==> config.mk <==
export PLATFORM = sky130hd
export DESIGN_NAME = http_request_header_parser_unit
export DESIGN_NICKNAME = d
export VERILOG_FILES = /design/src/rtl/core/hrp_pkg.sv /design/src/rtl/core/http_request_header_parser_unit.sv /design/src/rtl/core/hrp_front.sv /design/src/rtl/core/hrp_fifo.sv /design/src/rtl/core/hrp_back.sv
export SDC_FILE = /design/constraint.sdc
export NUM_CORES = 1
export LEC_CHECK = 0
export BUFFER_PORTS_ARGS = -buffer_cell sky130_fd_sc_hd__buf_2
export CAP_MARGIN = 20
export CORE_MARGIN = 1
export CORE_UTILIZATION = 30
export CTS_CLUSTER_SIZE = 14
export DETAILED_ROUTE_END_ITERATION = 10
export HOLD_SLACK_MARGIN = 0.03
export PLACE_DENSITY = 0.46
export SLEW_MARGIN = 0
export SYNTH_ARGS = -nofsm -noshare
export SYNTH_HDL_FRONTEND = slang
export SYNTH_SLANG_ARGS = --single-unit
==> constraint.sdc <==
create_clock -name clock -period 10.2 [get_ports clock]
set_input_delay 2.04 -clock clock [delete_from_list [all_inputs] [get_ports clock]]
set_output_delay 2.04 -clock clock [all_outputs]
set_load 0.1 [all_outputs]
==> src/rtl/core/hrp_pkg.sv <==
`timescale 1ns / 1ps
package hrp_pkg;

   // Header size ceiling and counter width
   localparam int MAX_HEADER = 8192;
   localparam int COUNT_W = 13;
   localparam logic [COUNT_W-1:0] LIMIT_CEILING = COUNT_W'(MAX_HEADER - 1);
   localparam logic [COUNT_W-1:0] HEADER_LIMIT_RESET = 13'd8191;

   // Register map
   localparam logic [1:0] ADDR_HEADER_LIMIT = 2'd0;

   // Saturation limits
   localparam logic [15:0] BANK_MAX = 16'hFFFF;
   localparam logic [23:0] CLEN_MAX = 24'hFF_FFFF;

   // Characters
   localparam logic [7:0] CH_NUL     = 8'h00;
   localparam logic [7:0] CH_TAB     = 8'h09;
   localparam logic [7:0] CH_LF      = 8'h0A;
   localparam logic [7:0] CH_CR      = 8'h0D;
   localparam logic [7:0] CH_SPACE   = 8'h20;
   localparam logic [7:0] CH_ZERO    = 8'h30;
   localparam logic [7:0] CH_NINE    = 8'h39;
   localparam logic [7:0] CH_EQ      = 8'h3D;
   localparam logic [7:0] CH_QUEST   = 8'h3F;
   localparam logic [7:0] CH_UPPER_A = 8'h41;
   localparam logic [7:0] CH_UPPER_Z = 8'h5A;
   localparam logic [7:0] CH_UPPER_P = 8'h50;
   localparam logic [7:0] CH_LOWER_B = 8'h62;
   localparam logic [7:0] CASE_OFFSET = 8'h20;

   // Result codes
   localparam logic       ST_PARSED    = 1'b0;
   localparam logic       ST_TOO_LARGE = 1'b1;
   localparam logic [1:0] MTH_GET      = 2'd0;
   localparam logic [1:0] MTH_POST     = 2'd1;
   localparam logic [1:0] MTH_OTHER    = 2'd2;
   localparam logic [3:0] ROUTE_NONE   = 4'd0;

   // Match tables
   localparam int ROUTE_COUNT = 9;
   localparam logic [0:7][7:0] METHOD_TEXT = "GET OST ";
   localparam logic [0:15][7:0] LENGTH_KEY = {"content-length:", CH_SPACE};
   localparam logic [3:0] KEY_LEN = 4'd15;
   localparam logic [0:ROUTE_COUNT-1][0:15][7:0] ROUTE_TEXT = {
      {"/",           {15{CH_SPACE}}},
      {"/logo.bmp",   {7{CH_SPACE}}},
      {"/api/banks",  {6{CH_SPACE}}},
      {"/api/rename", {5{CH_SPACE}}},
      {"/api/delete", {5{CH_SPACE}}},
      {"/api/flash",  {6{CH_SPACE}}},
      {"/api/launch", {5{CH_SPACE}}},
      {"/api/eeprom", {5{CH_SPACE}}},
      {"/api/reset",  {6{CH_SPACE}}}
   };
   localparam logic [0:ROUTE_COUNT-1][3:0] ROUTE_LEN = {
      4'd2, 4'd9, 4'd10, 4'd11, 4'd11, 4'd10, 4'd11, 4'd11, 4'd10
   };

   typedef struct packed {
      logic       new_request;
      logic [7:0] data_byte;
   } req_type;

   typedef struct packed {
      logic        status;
      logic [1:0]  method;
      logic [3:0]  route;
      logic        bank_present;
      logic [15:0] bank_value;
      logic        length_present;
      logic [23:0] content_length;
      logic [12:0] header_bytes;
   } rsp_type;

   typedef struct packed {
      logic       new_request;
      logic [7:0] data_byte;
      logic [7:0] lower_byte;
      logic       is_digit;
      logic [3:0] digit;
      logic       is_stop;
      logic       is_blank;
      logic       is_cr;
      logic       is_lf;
   } byte_class_type;

   typedef enum logic [1:0] {
      PH_IDLE,
      PH_HEADER,
      PH_DONE
   } phase_type;

   typedef enum logic [1:0] {
      M_UNDECIDED,
      M_GET,
      M_POST,
      M_UNKNOWN
   } method_code_type;

   typedef enum logic [1:0] {
      Q_SEARCH,
      Q_SAW_B,
      Q_SAW_EQ,
      Q_DIGITS
   } query_state_type;

   typedef enum logic [1:0] {
      L_SEARCH,
      L_SKIP,
      L_DIGITS,
      L_DONE
   } length_state_type;

endpackage

==> src/rtl/core/http_request_header_parser_unit.sv <==
`timescale 1ns / 1ps
// HTTP request header parser. Feed request bytes through the push/full queue
// port, one byte per item, with new_request set on the first byte of each
// connection; the unit sustains one byte per clock while the output queue has
// room, set by the combinational parser update in the back end. A byte tagged
// by the front end waits in a small input queue (REQ_DEPTH entries), the back
// end consumes one per clock unless it holds, and its summary is written into
// an output queue (RSP_DEPTH entries) at the clock edge at which the back end
// takes the byte. With no back-pressure a result shows on the empty/pop port
// once the back end has taken its last byte. When the output queue is full
// the back end holds, the input queue fills and full rises. At most one
// result follows each request: the parsed summary at the first CR LF CR LF,
// or a too-large error once the byte count reaches header_limit (capped at
// MAX_HEADER-1); a request cut short by the next new_request gives none.
// Bytes after a result, or before any new_request, are dropped. header_limit
// sits at byte address 0 of the APB port; the user must write it only while
// the unit is idle (not enforced). No storage needs clearing after reset.
module http_request_header_parser_unit #(
   parameter int REQ_DEPTH = 4,
   parameter int RSP_DEPTH = 2
) (
   input  logic             clock,
   input  logic             reset,
   // request byte queue
   input  logic             push,
   input  hrp_pkg::req_type req_data,
   output logic             full,
   // result queue
   output logic             empty,
   input  logic             pop,
   output hrp_pkg::rsp_type rsp_data,
   // register port
   input  logic             psel,
   input  logic             penable,
   input  logic             pwrite,
   input  logic [1:0]       paddr,
   input  logic [31:0]      pwdata,
   output logic [31:0]      prdata,
   output logic             pready
);

   hrp_pkg::byte_class_type class_item;
   hrp_pkg::byte_class_type queued_item;
   hrp_pkg::rsp_type        result_item;
   logic                    queue_empty;
   logic                    back_ready;
   logic                    result_valid;
   logic                    result_full;
   logic [12:0]             header_limit_ff, header_limit_in;
   logic                    csr_write;

   // Register port: zero-wait, write on the access phase
   assign pready    = 1'b1;
   assign csr_write = psel && penable && pwrite && pready &&
                      (paddr == hrp_pkg::ADDR_HEADER_LIMIT);
   assign header_limit_in = csr_write ? pwdata[12:0] : header_limit_ff;
   assign prdata = (paddr == hrp_pkg::ADDR_HEADER_LIMIT) ? 32'(header_limit_ff) : '0;

   always_ff @(posedge clock) begin
      if (reset) begin
         header_limit_ff <= hrp_pkg::HEADER_LIMIT_RESET;
      end else begin
         header_limit_ff <= header_limit_in;
      end
   end

   // Front end: tag each incoming byte with its character classes
   hrp_front u_front (
      .req_data   (req_data),
      .class_item (class_item)
   );

   // Input queue: lets the link keep pushing while the back end stalls
   hrp_fifo #(
      .item_type (hrp_pkg::byte_class_type),
      .DEPTH     (REQ_DEPTH)
   ) u_req_queue (
      .clock     (clock),
      .reset     (reset),
      .push      (push),
      .push_item (class_item),
      .full      (full),
      .pop       (back_ready),
      .pop_item  (queued_item),
      .empty     (queue_empty)
   );

   // Back end: advance the parser one byte per clock, hold when results back up
   hrp_back u_back (
      .clock        (clock),
      .reset        (reset),
      .header_limit (header_limit_ff),
      .in_valid     (!queue_empty),
      .in_item      (queued_item),
      .in_ready     (back_ready),
      .out_ready    (!result_full),
      .out_valid    (result_valid),
      .out_item     (result_item)
   );

   // Output queue: finished results wait here; the parser stalls only when it is full
   hrp_fifo #(
      .item_type (hrp_pkg::rsp_type),
      .DEPTH     (RSP_DEPTH)
   ) u_rsp_queue (
      .clock     (clock),
      .reset     (reset),
      .push      (result_valid),
      .push_item (result_item),
      .full      (result_full),
      .pop       (pop),
      .pop_item  (rsp_data),
      .empty     (empty)
   );

endmodule

==> src/rtl/core/hrp_front.sv <==
`timescale 1ns / 1ps
module hrp_front (
   input  hrp_pkg::req_type        req_data,
   output hrp_pkg::byte_class_type class_item
);

   logic [7:0] b;

   assign b = req_data.data_byte;

   // Tag each byte with the character classes the parser tests
   always_comb begin
      class_item.new_request = req_data.new_request;
      class_item.data_byte   = b;
      class_item.lower_byte  = (b inside {[hrp_pkg::CH_UPPER_A:hrp_pkg::CH_UPPER_Z]}) ?
                               b + hrp_pkg::CASE_OFFSET : b;
      class_item.is_digit    = b inside {[hrp_pkg::CH_ZERO:hrp_pkg::CH_NINE]};
      class_item.digit       = 4'(b - hrp_pkg::CH_ZERO);
      class_item.is_stop     = b inside {hrp_pkg::CH_SPACE, hrp_pkg::CH_CR, hrp_pkg::CH_NUL};
      class_item.is_blank    = b inside {hrp_pkg::CH_SPACE, hrp_pkg::CH_TAB};
      class_item.is_cr       = (b == hrp_pkg::CH_CR);
      class_item.is_lf       = (b == hrp_pkg::CH_LF);
   end

endmodule

==> src/rtl/core/hrp_fifo.sv <==
`timescale 1ns / 1ps
module hrp_fifo #(
   parameter type item_type = logic,
   parameter int  DEPTH     = 2
) (
   input  logic     clock,
   input  logic     reset,
   input  logic     push,
   input  item_type push_item,
   output logic     full,
   input  logic     pop,
   output item_type pop_item,
   output logic     empty
);

   localparam int PTR_W = $clog2(DEPTH);
   localparam int CNT_W = $clog2(DEPTH + 1);

   item_type             slot_ff [DEPTH];
   logic [PTR_W-1:0]     wr_ptr_ff, wr_ptr_in;
   logic [PTR_W-1:0]     rd_ptr_ff, rd_ptr_in;
   logic [CNT_W-1:0]     count_ff, count_in;
   logic                 do_push, do_pop;

   assign full     = (count_ff == CNT_W'(DEPTH));
   assign empty    = (count_ff == '0);
   assign do_push  = push && !full;
   assign do_pop   = pop && !empty;
   assign pop_item = slot_ff[rd_ptr_ff];

   always_comb begin
      wr_ptr_in = wr_ptr_ff;
      rd_ptr_in = rd_ptr_ff;
      if (do_push) begin
         wr_ptr_in = (wr_ptr_ff == PTR_W'(DEPTH - 1)) ? '0 : wr_ptr_ff + 1'b1;
      end
      if (do_pop) begin
         rd_ptr_in = (rd_ptr_ff == PTR_W'(DEPTH - 1)) ? '0 : rd_ptr_ff + 1'b1;
      end
      count_in = count_ff + CNT_W'(do_push) - CNT_W'(do_pop);
   end

   always_ff @(posedge clock) begin
      if (reset) begin
         wr_ptr_ff <= '0;
         rd_ptr_ff <= '0;
         count_ff  <= '0;
      end else begin
         wr_ptr_ff <= wr_ptr_in;
         rd_ptr_ff <= rd_ptr_in;
         count_ff  <= count_in;
      end
   end

   always_ff @(posedge clock) begin
      if (do_push) begin
         slot_ff[wr_ptr_ff] <= push_item;
      end
   end

endmodule

==> src/rtl/core/hrp_back.sv <==
`timescale 1ns / 1ps
module hrp_back (
   input  logic                    clock,
   input  logic                    reset,
   input  logic [12:0]             header_limit,
   input  logic                    in_valid,
   input  hrp_pkg::byte_class_type in_item,
   output logic                    in_ready,
   input  logic                    out_ready,
   output logic                    out_valid,
   output hrp_pkg::rsp_type        out_item
);

   localparam int RC = hrp_pkg::ROUTE_COUNT;

   hrp_pkg::phase_type        phase_ff, phase_in;
   logic [12:0]               count_ff, count_in, cur_count;
   logic [1:0]                term_ff, term_in, cur_term;
   hrp_pkg::method_code_type  method_ff, method_in, cur_method;
   logic [2:0]                mpos_ff, mpos_in, cur_mpos;
   logic [3:0]                ppos_ff, ppos_in, cur_ppos;
   logic [RC-1:0]             cand_ff, cand_in, cur_cand;
   logic                      path_ff, path_in, cur_path;
   hrp_pkg::query_state_type  query_ff, query_in, cur_query;
   logic                      closed_ff, closed_in, cur_closed;
   logic [15:0]               bank_ff, bank_in, cur_bank;
   logic                      line_ff, line_in, cur_line;
   logic [3:0]                key_ff, key_in, cur_key;
   hrp_pkg::length_state_type len_ff, len_in, cur_len;
   logic [23:0]               clen_ff, clen_in, cur_clen;

   logic        take, restart, active, found, too_large, known;
   logic [7:0]  b;
   logic [12:0] eff_limit;
   logic [RC-1:0] path_ok, path_keep, path_full, path_hit;
   logic [19:0] bank_mul;
   logic [15:0] bank_sat;
   logic [27:0] clen_mul;
   logic [23:0] clen_sat;
   logic [3:0]  route_code;

   assign in_ready = out_ready;
   assign take     = in_valid && out_ready;
   assign restart  = take && in_item.new_request;
   assign active   = take && (in_item.new_request || phase_ff == hrp_pkg::PH_HEADER);
   assign b        = in_item.data_byte;

   assign eff_limit = (header_limit > hrp_pkg::LIMIT_CEILING) ?
                      hrp_pkg::LIMIT_CEILING : header_limit;

   // Start from cleared state on the first byte of a request
   always_comb begin
      if (restart) begin
         cur_count  = '0;
         cur_term   = '0;
         cur_method = hrp_pkg::M_UNDECIDED;
         cur_mpos   = '0;
         cur_ppos   = '0;
         cur_cand   = '1;
         cur_path   = 1'b0;
         cur_query  = hrp_pkg::Q_SEARCH;
         cur_closed = 1'b0;
         cur_bank   = '0;
         cur_line   = 1'b1;
         cur_key    = '0;
         cur_len    = hrp_pkg::L_SEARCH;
         cur_clen   = '0;
      end else begin
         cur_count  = count_ff;
         cur_term   = term_ff;
         cur_method = method_ff;
         cur_mpos   = mpos_ff;
         cur_ppos   = ppos_ff;
         cur_cand   = cand_ff;
         cur_path   = path_ff;
         cur_query  = query_ff;
         cur_closed = closed_ff;
         cur_bank   = bank_ff;
         cur_line   = line_ff;
         cur_key    = key_ff;
         cur_len    = len_ff;
         cur_clen   = clen_ff;
      end
   end

   // Route lanes, one compare each
   always_comb begin
      for (int r = 0; r < RC; r++) begin
         if (cur_ppos >= hrp_pkg::ROUTE_LEN[r]) begin
            path_ok[r] = 1'b0;
         end else if (r == 0 && cur_ppos == 4'd1) begin
            path_ok[r] = (b == hrp_pkg::CH_SPACE) || (b == hrp_pkg::CH_QUEST);
         end else begin
            path_ok[r] = (b == hrp_pkg::ROUTE_TEXT[r][cur_ppos]);
         end
      end
      path_keep = cur_cand & path_ok;
      for (int r = 0; r < RC; r++) begin
         path_full[r] = path_keep[r] && (cur_ppos + 4'd1 == hrp_pkg::ROUTE_LEN[r]);
      end
      // lowest completed route wins
      path_hit = path_full & (~path_full + 1'b1);
   end

   // Saturating decimal accumulate
   always_comb begin
      bank_mul = ({4'b0, cur_bank} << 3) + ({4'b0, cur_bank} << 1) + 20'(in_item.digit);
      bank_sat = (bank_mul > 20'(hrp_pkg::BANK_MAX)) ? hrp_pkg::BANK_MAX : bank_mul[15:0];
      clen_mul = ({4'b0, cur_clen} << 3) + ({4'b0, cur_clen} << 1) + 28'(in_item.digit);
      clen_sat = (clen_mul > 28'(hrp_pkg::CLEN_MAX)) ? hrp_pkg::CLEN_MAX : clen_mul[23:0];
   end

   // Parser update for one byte
   always_comb begin
      count_in  = cur_count;
      term_in   = cur_term;
      method_in = cur_method;
      mpos_in   = cur_mpos;
      ppos_in   = cur_ppos;
      cand_in   = cur_cand;
      path_in   = cur_path;
      query_in  = cur_query;
      closed_in = cur_closed;
      bank_in   = cur_bank;
      line_in   = cur_line;
      key_in    = cur_key;
      len_in    = cur_len;
      clen_in   = cur_clen;
      found     = 1'b0;
      if (active) begin
         case (cur_method)
            hrp_pkg::M_UNDECIDED: begin
               if (cur_mpos == 3'd0 && b == hrp_pkg::CH_UPPER_P) begin
                  mpos_in = 3'd4;
               end else if (b != hrp_pkg::METHOD_TEXT[cur_mpos]) begin
                  method_in = hrp_pkg::M_UNKNOWN;
               end else if (cur_mpos == 3'd3 || cur_mpos == 3'd7) begin
                  method_in = (cur_mpos == 3'd3) ? hrp_pkg::M_GET : hrp_pkg::M_POST;
                  path_in   = 1'b1;
                  ppos_in   = '0;
                  cand_in   = '1;
               end else begin
                  mpos_in = cur_mpos + 3'd1;
               end
            end
            hrp_pkg::M_GET, hrp_pkg::M_POST: begin
               if (cur_path) begin
                  if (path_full != '0) begin
                     cand_in = path_hit;
                     path_in = 1'b0;
                  end else begin
                     cand_in = path_keep;
                     if (path_keep == '0) begin
                        path_in = 1'b0;
                     end
                     if (cur_ppos != 4'd15) begin
                        ppos_in = cur_ppos + 4'd1;
                     end
                  end
               end
               if (!cur_closed) begin
                  case (cur_query)
                     hrp_pkg::Q_SEARCH: begin
                        if (in_item.is_stop) begin
                           closed_in = 1'b1;
                        end else if (b == hrp_pkg::CH_LOWER_B) begin
                           query_in = hrp_pkg::Q_SAW_B;
                        end
                     end
                     hrp_pkg::Q_SAW_B: begin
                        if (b == hrp_pkg::CH_EQ) begin
                           query_in = hrp_pkg::Q_SAW_EQ;
                        end else if (in_item.is_stop) begin
                           closed_in = 1'b1;
                        end else if (b != hrp_pkg::CH_LOWER_B) begin
                           query_in = hrp_pkg::Q_SEARCH;
                        end
                     end
                     hrp_pkg::Q_SAW_EQ: begin
                        if (in_item.is_digit) begin
                           query_in = hrp_pkg::Q_DIGITS;
                           bank_in  = 16'(in_item.digit);
                        end else begin
                           closed_in = 1'b1;
                        end
                     end
                     default: begin
                        if (in_item.is_digit) begin
                           bank_in = bank_sat;
                        end else begin
                           closed_in = 1'b1;
                        end
                     end
                  endcase
               end
            end
            default: begin
            end
         endcase

         case (cur_len)
            hrp_pkg::L_SEARCH: begin
               if (cur_line && cur_key != hrp_pkg::KEY_LEN &&
                   in_item.lower_byte == hrp_pkg::LENGTH_KEY[cur_key]) begin
                  key_in = cur_key + 4'd1;
                  if (cur_key == hrp_pkg::KEY_LEN - 4'd1) begin
                     len_in = hrp_pkg::L_SKIP;
                  end
               end else if (in_item.is_lf) begin
                  line_in = 1'b1;
                  key_in  = '0;
               end else begin
                  line_in = 1'b0;
               end
            end
            hrp_pkg::L_SKIP: begin
               if (in_item.is_digit) begin
                  len_in  = hrp_pkg::L_DIGITS;
                  clen_in = 24'(in_item.digit);
               end else if (!in_item.is_blank) begin
                  len_in = hrp_pkg::L_DONE;
               end
            end
            hrp_pkg::L_DIGITS: begin
               if (in_item.is_digit) begin
                  clen_in = clen_sat;
               end else begin
                  len_in = hrp_pkg::L_DONE;
               end
            end
            default: begin
            end
         endcase

         if (in_item.is_cr) begin
            term_in = (cur_term == 2'd2) ? 2'd3 : 2'd1;
         end else if (in_item.is_lf) begin
            found   = (cur_term == 2'd3);
            term_in = (cur_term == 2'd1) ? 2'd2 : 2'd0;
         end else begin
            term_in = 2'd0;
         end

         count_in = cur_count + 13'd1;
      end
   end

   assign too_large = (count_in >= eff_limit);

   // Phase: next state
   always_comb begin
      phase_in = phase_ff;
      if (active && (found || too_large)) begin
         phase_in = hrp_pkg::PH_DONE;
      end else if (restart) begin
         phase_in = hrp_pkg::PH_HEADER;
      end
   end

   // Phase: result output
   always_comb begin
      known      = (method_in == hrp_pkg::M_GET) || (method_in == hrp_pkg::M_POST);
      route_code = hrp_pkg::ROUTE_NONE;
      for (int r = RC - 1; r >= 0; r--) begin
         if (cand_in[r]) begin
            route_code = 4'(r + 1);
         end
      end
      out_valid = active && (found || too_large);
      out_item  = '0;
      out_item.header_bytes = count_in;
      if (found) begin
         out_item.status = hrp_pkg::ST_PARSED;
         if (!known) begin
            out_item.method = hrp_pkg::MTH_OTHER;
         end else if (method_in == hrp_pkg::M_GET) begin
            out_item.method = hrp_pkg::MTH_GET;
         end else begin
            out_item.method = hrp_pkg::MTH_POST;
         end
         if (known && !path_in) begin
            out_item.route = route_code;
         end
         if (known && query_in == hrp_pkg::Q_DIGITS) begin
            out_item.bank_present = 1'b1;
            out_item.bank_value   = bank_in;
         end
         if (method_in == hrp_pkg::M_POST && len_in != hrp_pkg::L_SEARCH) begin
            out_item.length_present = 1'b1;
            out_item.content_length = clen_in;
         end
      end else begin
         out_item.status = hrp_pkg::ST_TOO_LARGE;
      end
   end

   always_ff @(posedge clock) begin
      if (reset) begin
         phase_ff  <= hrp_pkg::PH_IDLE;
         count_ff  <= '0;
         term_ff   <= '0;
         method_ff <= hrp_pkg::M_UNDECIDED;
         mpos_ff   <= '0;
         ppos_ff   <= '0;
         cand_ff   <= '1;
         path_ff   <= 1'b0;
         query_ff  <= hrp_pkg::Q_SEARCH;
         closed_ff <= 1'b0;
         bank_ff   <= '0;
         line_ff   <= 1'b1;
         key_ff    <= '0;
         len_ff    <= hrp_pkg::L_SEARCH;
         clen_ff   <= '0;
      end else begin
         phase_ff  <= phase_in;
         count_ff  <= count_in;
         term_ff   <= term_in;
         method_ff <= method_in;
         mpos_ff   <= mpos_in;
         ppos_ff   <= ppos_in;
         cand_ff   <= cand_in;
         path_ff   <= path_in;
         query_ff  <= query_in;
         closed_ff <= closed_in;
         bank_ff   <= bank_in;
         line_ff   <= line_in;
         key_ff    <= key_in;
         len_ff    <= len_in;
         clen_ff   <= clen_in;
      end
   end

endmodule

# Word-level counts from Yosys, hierarchy flattened
# Memories as Yosys holds them, arrays and structs flattened. A register that Yosys moved wholly into a read port is not among the register bits.
# Cells that the tools add are included.
[totals]
register_bits = 110
ramBits = 228
rom_bits = 1344
inputBits = 50
out_inout_bits = 97
elab_cells = 344
n_memories = 13
[classes]
addsub = 19
n_lt_le_gt_ge = 15
n_eq_ne = 48
n_mux = 166
n_bitwise = 6
reduce_logical = 54
[mem_list]
columns = ["name", "depth", "width", "read_ports", "rd_clocked_by_memory_dff", "wr", "line", "source"]
rows = [
  ["(no name shown)", 16, 8, 1, 0, 0, "hrp_back.sv:204", "in_item.lower_byte == hrp_pkg::LENGTH_KEY[cur_key]) begin"],
  ["(no name shown)", 16, 8, 1, 0, 0, "hrp_back.sv:94", "path_ok[r] = (b == hrp_pkg::ROUTE_TEXT[r][cur_ppos]);"],
  ["(no name shown)", 16, 8, 1, 0, 0, "hrp_back.sv:94", ""],
  ["(no name shown)", 16, 8, 1, 0, 0, "hrp_back.sv:94", ""],
  ["(no name shown)", 16, 8, 1, 0, 0, "hrp_back.sv:94", ""],
  ["(no name shown)", 16, 8, 1, 0, 0, "hrp_back.sv:94", ""],
  ["7 more memories", "-", "-", "-", "-", "-", "-", ""],
]
[ops]
columns = ["op", "n"]
rows = [
  ["$mux W8", 23],
  ["$mux W24", 5],
  ["$mux W16", 7],
  ["$mux W4", 23],
  ["$eq A8 B8 Y1", 10],
  ["$mux W2", 37],
  ["$mux W9", 7],
  ["$mux W13", 4],
  ["$mux W48", 1],
  ["$pmux W24 S2", 1],
  ["$mux W1", 43],
  ["$eq A8 B6 Y1 const B", 4],
  ["$pmux W16 S2", 1],
  ["$add A27 B25 Y28", 1],
  ["$add A28 B4 Y28", 1],
  ["$gt A28 B24 Y1 const B", 1],
  ["$logic_and A1 B1 Y1", 27],
  ["$mux W25", 1],
  ["$eq A8 B4 Y1 const B", 3],
  ["$add A19 B17 Y20", 1],
  ["$add A20 B4 Y20", 1],
  ["$eq A2 B2 Y1 const B", 10],
  ["$gt A20 B16 Y1 const B", 1],
  ["$and A9 B9 Y9", 2],
  ["50 further kinds", 93],
]

# Depth between registers and ports, before layout
# Gate-level depths: netlist (run 1).
[logic_depth]
ltp_word = 32
mapped_depth = 29
ltp_nobuf = 21

# Modules after synthesis
# From an unflattened synthesis (run 1), not the netlist that was laid out.
[unflattened]
hier_cells = 1933
hier_area_um2 = 20199.4
[by_module_without_submodules]
columns = ["module", "instances", "cells_each", "area_per_inst_um2", "seq_area_each_um2"]
rows = [
  ["hrp_back", 1, 1392, 10161.0, 1721.7],
  ["hrp_fifo at u_rsp_queue", 1, 220, 4705.8, 3823.7],
  ["hrp_fifo at u_req_queue", 1, 186, 4231.6, 3303.2],
  ["http_request_header_parser_unit", 1, 84, 755.7, 260.2],
  ["hrp_front", 1, 51, 345.3, 0.0],
]

# Worst setup path before layout (run 1)
# OpenSTA, ideal clock, no wires.
[synth_timing]
kind = "register to register"
start = "reg (tool-made name)"
end = "mem u_rsp_queue.slot_ff[0][0] in the netlist's numbering, enable pin"
setup_ns = 0.483
arrival_ns = 7.315
required_ns = 9.717
path_slack_ns = 2.402
stages_incl_launch_ff = 26
n_path_buf = 8
period_less_slack_ns = 7.798
path_cell_list = "dfxtp_1 > buf_6 > mux4_2 > buf_6 > nand3_1 > buf_2 > clkbuf_1 > buf_2 > clkbuf_1 > clkbuf_1 > clkbuf_1 > and2_1 > ha_1 > and4_1 > inv_1 > nor2_1 > nand2_1 > xor2_1 > nor2_1 > ha_1 > nand4_1 > nor3_1 > nor4_1 > a21oi_1 > o21ai_0 > nor2_1"
[synth_rtl]
columns = ["element", "line", "source"]
rows = [
  ["end: declaration", "hrp_fifo.sv:19", "item_type slot_ff [DEPTH];"],
]

==> metrics.sh, run 1 <==
CRITICAL_PATH_REQUIRED_NS=10.54
NETLIST_AREA_SQ_UM=18900
FINALSETUPTNS_NS=0
FP-ROW-COUNT=91
FINALWORSTPATHREQUIREDPERIOD_NS=7.17
FINALMAXSLEWVIOLATIONS=0
RSZ0062_AT_GRT='no'
CTS_RESIZED=0
CTS_TREE='done'
DETAIL_ROUTE.WL_PER_CELL_UM=18.5
FLOORPLAN.DIE_AREA_SQ_UM=64100
GR-MAX-USAGE-LAYER='met2'
SYNTH_SEQ_AREA_SHARE=0.424
GR-USAGE-MET3=0.0228
GROUTE.USAGE.OVERALL=0.163
SYN-MEAN-INSTANCE-AREA_SQ_UM=9.86
DRT-INITIAL-DRC-COUNT=844
FLOORPLAN.INITIALDENSITY=0.305
SYNTH_TOP_CELL_AREA_SHARE=0.305
INSERTION_DELAY_NS=0.56
AREAGROWTHSYNTHTOFINISH_PCT=13.3
GRT_ANTENNA_BEFORE_REPAIR=0
DETAIL_ROUTE.WIRELENGTH_UM=52600
MIN_PERIOD_OVER_PERIOD=0.703
WORSTSETUPENDPOINTTYPE='flip-flop'
YS_TYPES=90
GLOBALPLACE.CONGESTION=0.889
GRT_MAX_DEGREE=74
DIODES=0
MAIN_FLOP_TYPE_AFTER_SYNTHESIS='edfxtp_1'
OVERFLOW=0
HOLD_BUFFERS=0
POWER.TOTAL_W=0.00457
DIE_W_UM=253
DRT_DRC=0
MET2_USAGE=0.272
WORST_PIN_SLEW_NS=1.04
LAYOUT-DRIVE-GT1-SHARE=0.151
OUTCOME='completed'
LEAKAGEPOWER_nW=8.46
CRITICAL_PATH.CELL_CHAIN='buf_4 > mux4_2 > nand3_4 > nand2_1 > inv_1 > fa_1 > fa_1 > a21o_1 > a21oi_1 > o21bai_1 > a21oi_1 > a2111o_1 > o21ai_0 > a31o_2 > o311a_1 > o22ai_1 > and2_1 > inv_1 > a31oi_1'
GR-USAGE-MET1=0.216
TRITONCTS.NUM_BUFFERS=37
DPL_HPWL_UM=36200
ROOT_BUFFER='clkbuf_16'
H-TREE-DEPTH=2
DETAIL_ROUTE.VIAS_PER_CELL=5.21
MIN-DELAY-PATH-CLASS='flip-flop to flip-flop'
STDCELL_COUNT=2839
AREA_LEADER_NETLIST='edfxtp_1'
CLK_PIN_SLEW_NS=0.06
BUFFER_PORTS.INSERTED=107
SYNTH_EDF_COUNT=192
ASYNC_FLOP_SHARE=0
TIMING.CRITICAL_PATH.SLOWEST_STAGE_CELL='mux4_2'
FINALSETUPVIOLATIONS=0
POWER.DENSITY_nW_PER_UM2=213
YOSYS-TOP-CELLS-AREA='edfxtp_1 30%, dfxtp_1 12%, ha_1 8.4%, mux2_2 4.1%, nor2_1 3.6%'
WORST_SETUP_PATH_START_KIND='flip-flop'
MAXSLEWHEADROOM=0.305
ROUTED_VIA_COUNT=14800
WORST-PATH-MAX-FANOUT=54
ACHIEVABLE-FREQUENCY_MHz=139
CLOCK-SKEW-FINAL_NS=0.0244
IO_PINS=147
CORE_REGION_AREA_SQ_UM=62100
MAX_STAGE_DELAY_NS=0.82
FINAL_HOLD_FAILS=0
SETUP.WORST_PATH.CLASS='flip-flop to flip-flop'
POST_SYNTHESIS_CELL_COUNT=1920
FIRST_GLOBAL_VIAS=14400
YS.WARNINGS.COUNT=0
DRT.ANTENNA.VIOLATING_NETS=0
DIE_H_UM=253
CRITICAL-PATH-TOP-DELAY-FAMILY='compound AO/OA/AOI/OAI gates'
TIMING.CRITICAL_PATH.BUF_INV=3
NNETSFINAL=2155
YS_SEQ_ELEMENTS=305
MAX_CAP_VIOLS=0
WORST_EP_ARRIVAL_TIME_NS=7.51
IR_DROP_mV=0.0943
CTSLONGESTPATHBUFFERS=3
DR.PASS1.ITERS=7
CTS_SETUP_BUFFERS=0
PLACE.DETAILED.INSTANCES=2771
GLOBAL_ROUTE_WIRE_LENGTH_BEFORE_REPAIR_UM=82000
DPL_WORST_SLACK_NS=3.03
POSTLAYOUTSETUPSLACKWORST_NS=3.03
CLOCK_SINK_COUNT=305
==> where the power goes <==
group | switching, W | internal, W | leakage [nW]
logic | 0.00122 | 0.000511 | 5.16
clock network | 0.000523 | 0.000874 | 0.625
registers | 0.0000574 | 0.00139 | 2.68
==> logic make-up (layout without fill, tap and decap cells) <==
family,after synthesis,after routing,share of synthesized area
adder cells (fa/ha/maj),132,132,0.0893
buffers and inverters,220,284,0.0505
flip-flops,305,305,0.424
AND/OR/NAND/NOR,636,636,0.168
XOR/XNOR,70,70,0.0324
multiplexers,100,100,0.0670
other,2,20,0.000397
AO/OA/AOI/OAI,455,455,0.168
==> registers in the layout (all words and copies together), names as in the netlist, 3 cells and up, named ones only <==
signal                flops
u_rsp_queue.slot_ff     124
u_req_queue.slot_ff      68
u_req_queue.count_ff      3
header_limit_ff          13
u_back.mpos_ff            3
u_back.count_ff          13
u_back.ppos_ff            4
u_back.key_ff             4
u_back.bank_ff           16
u_back.clen_ff           24
u_back.cand_ff            9
==> cells in the mapped netlist (all sizes together), types with 20 or more instances <==
cell type and instances:
edfxtp 192, a21o 30, and2 58, nor2 181, a211o 20, nand3 48, dfxtp 113, nor3 50
and3 21, xor2 26, buf 50, ha 127, nor2b 37, nand2b 23, inv 83, a31oi 31
nand2 130, o21ai 73, xnor2 44, a311oi 24, o21a 24, a21oi 101, clkbuf 84, mux2 69
a221oi 23
==> per-layer routing <==
layer,up-vias,wire length [um]
met5,-,0
met2,347,24800
li1,7162,-
met3,73,2160
met4,0,1290
met1,7213,24400
==> cell usage in the layout (no fill, tap or decap), types with 50 or more instances in the layout <==
master,synthesis,routed
mux2_2,69,69
inv_1,82,82
nor3_1,50,50
a21oi_1,101,101
dfxtp_1,113,112
and2_1,57,57
edfxtp_1,192,192
ha_1,127,127
nor2_1,181,178
o21ai_0,70,70
buf_2,17,106
nand2_1,129,129
==> cell type report <==
| type | count | area, sq um |
|---|---|---|
| Clock buffer | 53 | 1060 |
| Tap cell | 837 | 1050 |
| Multi-Input combinational cell | 1413 | 10000 |
| Timing Repair Buffer | 130 | 711 |
| Inverter | 86 | 323 |
| Fill cell | 6278 | 40600 |
| Clock inverter | 15 | 226 |
| Sequential cell | 305 | 8030 |
==> metrics by stage <==
stage | util | hold slack, ns | instance area, sq um
2_1_floorplan | - | 0.437 | 19000
3_3_place_gp | 0.325 | 0.449 | 20100
3_5_place_dp | 0.325 | 0.452 | 20100
4_1_cts | 0.345 | 0.461 | 21400
5_1_grt | 0.345 | 0.486 | 21400
6_report | 0.345 | 0.459 | 21400
==> path summary, 6_finish.rpt <==
check / from / end / slack (ns) / depth (start not counted)
setup / recovery: flip-flop / u_rsp_queue.slot_ff[0][26]$_DFFE_PP_ / 3.03 / 19
hold / removal: u_back.phase_ff[1]$_SDFFE_PP0P_ / u_back.phase_ff[1]$_SDFFE_PP0P_ / 0.46 / 2
setup reg to reg: flip-flop / u_rsp_queue.slot_ff[0][26]$_DFFE_PP_ / 3.03 / 19
hold reg to reg: u_back.phase_ff[1]$_SDFFE_PP0P_ / u_back.phase_ff[1]$_SDFFE_PP0P_ / 0.46 / 2
==> worst reg2reg max path: stages (launching register included) <==
cell and delay (ns):
dfxtp_1 0.30, buf_4 0.32, mux4_2 0.84, nand3_4 0.68, nand2_1 0.23, inv_1 0.15, fa_1 0.47, fa_1 0.48
a21o_1 0.20, a21oi_1 0.23, o21bai_1 0.09, a21oi_1 0.30, a2111o_1 0.22, o21ai_0 0.25, a31o_2 0.34, o311a_1 0.29
o22ai_1 0.24, and2_1 0.70, inv_1 0.35, a31oi_1 0.28
Power figures use the tool's default switching activity.
==> run 2: changes to the inputs <==
--- a/config.mk
+++ b/config.mk
@@ -12,7 +12,7 @@
 export CTS_CLUSTER_SIZE = 14
 export DETAILED_ROUTE_END_ITERATION = 10
 export HOLD_SLACK_MARGIN = 0.03
-export PLACE_DENSITY = 0.46
+export PLACE_DENSITY = 0.47
 export SLEW_MARGIN = 0
 export SYNTH_ARGS = -nofsm -noshare
 export SYNTH_HDL_FRONTEND = slang
==> constraint.sdc (replaced) <==
create_clock -name clock -period 6.07 [get_ports clock]
set_input_delay 1.214 -clock clock [delete_from_list [all_inputs] [get_ports clock]]
set_output_delay 1.214 -clock clock [all_outputs]
set_load 0.1 [all_outputs]
==> metrics.sh, run 2 (synthesis results as in run 1) <==
ROOT_BUFFER='clkbuf_16'  # unchanged
CLOCK_SINK_COUNT=305  # unchanged
SETUP.WORST_PATH.CLASS='flip-flop to flip-flop'  # unchanged
POSTLAYOUTSETUPSLACKWORST_NS=0.482  # was 3.03 ns
CTS_SETUP_BUFFERS=0  # unchanged
WORST_PIN_SLEW_NS=1.03  # was 1.04 ns
FINALSETUPVIOLATIONS=0  # unchanged
LAYOUT.CELLS.MOST_COMMON='edfxtp_1'  # unchanged
REGTOREGSETUPSLACK_NS=0.48  # was 3.03 ns
HOLD_BUFFERS=0  # unchanged
CTS_RESIZED=0  # unchanged
DRT.ANTENNA.VIOLATING_NETS=0  # unchanged
MAX_FLOP_REGISTER='u_rsp_queue.slot_ff'  # unchanged
DRT_DRC=0  # unchanged
DETAIL_ROUTE.WL_PER_CELL_UM=18.4  # was 18.5 um
FINAL_HOLD_FAILS=0  # unchanged
MIN-DELAY-PATH-CLASS='flip-flop to flip-flop'  # unchanged
OUTCOME='completed'  # unchanged
FINALMAXSLEWVIOLATIONS=0  # unchanged
IR_DROP_mV=0.198  # was 0.0943 mV
WORST_EP_ARRIVAL_TIME_NS=5.95  # was 7.51 ns
DRT-INITIAL-DRC-COUNT=943  # was 844
CORE_REGION_AREA_SQ_UM=62100  # unchanged
TRITONCTS.NUM_BUFFERS=35  # was 37
GLOBALPLACE.CONGESTION=0.876  # was 0.889
SWITCHING_POWER_SUMMED_OVER_ALL_NETS_W=0.00301  # was 0.00180 W
GLOBAL_ROUTE_WIRE_LENGTH_BEFORE_REPAIR_UM=83200  # was 82000 um
INSERTION_DELAY_NS=0.54  # was 0.56 ns
LAYOUT-DRIVE-GT1-SHARE=0.174  # was 0.151
WORST_SETUP_PATH_START_KIND='flip-flop'  # unchanged
FP-ROW-COUNT=91  # unchanged
LEAKAGEPOWER_nW=8.75  # was 8.46 nW
WORST-PATH-MAX-FANOUT=13  # was 54
LARGEST_REG_FLOPS=124  # unchanged
FIRST_GLOBAL_VIAS=14600  # was 14400
STDCELL_COUNT=2869  # was 2839
SEQ_POWER_SHARE=0.322  # was 0.316
PLACE.DETAILED.INSTANCES=2805  # was 2771
DETAIL_ROUTE.WIRELENGTH_UM=52900  # was 52600 um
DR.PASS1.ITERS=8  # was 7
COMBINATIONALPOWERSHARE=0.394  # was 0.378
H-TREE-DEPTH=2  # unchanged
ACHIEVABLE-FREQUENCY_MHz=179  # was 139 MHz
FIN_WORST_HOLD_SLACK_NS=0.465  # was 0.459 ns
DPL_WORST_SLACK_NS=0.0946  # was 3.03 ns
OVERFLOW=0  # unchanged
CTS_TREE='done'  # unchanged
DIE_H_UM=253  # unchanged
FINALSETUPTNS_NS=0  # unchanged
GRT_MAX_DEGREE=65  # was 74
BUFFER_PORTS.INSERTED=107  # unchanged
LAYOUT.CELLS.MOST_COMMON_LIST='192 x edfxtp_1, 179 x nor2_1, 129 x nand2_1'  # was 192 x edfxtp_1, 178 x nor2_1, 129 x nand2_1
CLK_PIN_SLEW_NS=0.06  # about the same
FINALWORSTPATHREQUIREDPERIOD_NS=5.59  # was 7.17 ns
MAX_CAP_VIOLS=0  # unchanged
WORSTSETUPENDPOINTTYPE='flip-flop'  # unchanged
GRT_ANTENNA_BEFORE_REPAIR=3  # was 0
DIE_W_UM=253  # unchanged
IO_PINS=147  # unchanged
CTSLONGESTPATHBUFFERS=3  # unchanged
CLOCK-SKEW-FINAL_NS=0.0248  # was 0.0244 ns
DPL_HPWL_UM=37500  # was 36200 um
POWER.SHARE.CLOCK=0.284  # was 0.305
INTERNAL_POWER_W=0.00454  # was 0.00278 W
LAYOUT_TOP_REGISTERS='u_rsp_queue.slot_ff (124), u_req_queue.slot_ff (68), u_back.clen_ff (24)'  # unchanged
FLOORPLAN.DIE_AREA_SQ_UM=64100  # unchanged
MIN_PERIOD_OVER_PERIOD=0.921  # was 0.703
FLOORPLAN.INITIALDENSITY=0.305  # unchanged
GROUTE.USAGE.OVERALL=0.164  # was 0.163
RSZ0062_AT_GRT='no'  # unchanged
ROUTED_VIA_COUNT=14900  # was 14800
POWER_SWITCHING_SHARE=0.398  # was 0.393
POWER.DENSITY_nW_PER_UM2=348  # was 213 nW/um^2
NNETSFINAL=2188  # was 2155
MAXSLEWHEADROOM=0.314  # was 0.305
CRITICAL_PATH_REQUIRED_NS=6.43  # was 10.54 ns
DIODES=0  # unchanged
DETAIL_ROUTE.VIAS_PER_CELL=5.19  # was 5.21
AREAGROWTHSYNTHTOFINISH_PCT=14.7  # was 13.3%
run 2: final cells by class:
type,count,area (sq um)
multi-input cells,1413,10100
fillers,6286,40400
well taps,837,1050
clock inverters,18,179
repair buffers,165,1010
flip-flops and latches,305,8030
clock buffers,45,986
inverters,86,323
run 2: worst paths after layout:
kind                                   start                                    to  depth (start not counted)
min reg2reg  u_back.phase_ff[1]$_SDFFE_PP0P_       u_back.phase_ff[1]$_SDFFE_PP0P_                          2
max reg2reg                        flip-flop  u_rsp_queue.slot_ff[1][27]$_DFFE_PP_                         18
max                                flip-flop  u_rsp_queue.slot_ff[1][27]$_DFFE_PP_                         18
min          u_back.phase_ff[1]$_SDFFE_PP0P_       u_back.phase_ff[1]$_SDFFE_PP0P_                          2
run 2: per-layer routing:
metal,vias to the layer above,global-route usage,wire (um)
met3,77,0.0275,2410
met4,6,0.0509,1380
met2,353,0.269,24900
li1,7221,-,-
met1,7228,0.220,24200
met5,-,0,43
run 2: critical path, stage by stage, from the launching register on:
cell and delay (ns):
dfxtp_1 0.35, mux4_2 0.56, nand3_4 0.20, nand2_1 0.14, inv_1 0.13, fa_1 0.47
ha_1 0.32, a21o_1 0.16, a21oi_1 0.21, o21bai_1 0.09, a21o_1 0.22, a211oi_1 0.38
o41ai_2 0.18, a21oi_1 0.24, mux2_2 0.37, o22ai_1 0.27, and2_1 0.57, inv_1 0.27
a31oi_1 0.25
run 2: power by group through the flow:
stage               combinational (W)  sequential, W  clock [W]
global route                  0.00326        0.00245    0.00229
detailed placement            0.00295        0.00248          0
global placement              0.00293        0.00247          0
finish                        0.00297        0.00243    0.00214
floorplan                     0.00213        0.00243          0
CTS                           0.00297        0.00243    0.00221
run 2: metrics by stage:
step,area (sq um),util,total power [W]
detailed placement,20500,0.330,0.00543
CTS,21700,0.349,0.00761
global placement,20500,0.330,0.00540
global route,21700,0.350,0.00800
finish,21700,0.350,0.00755
floorplan,19100,-,0.00456
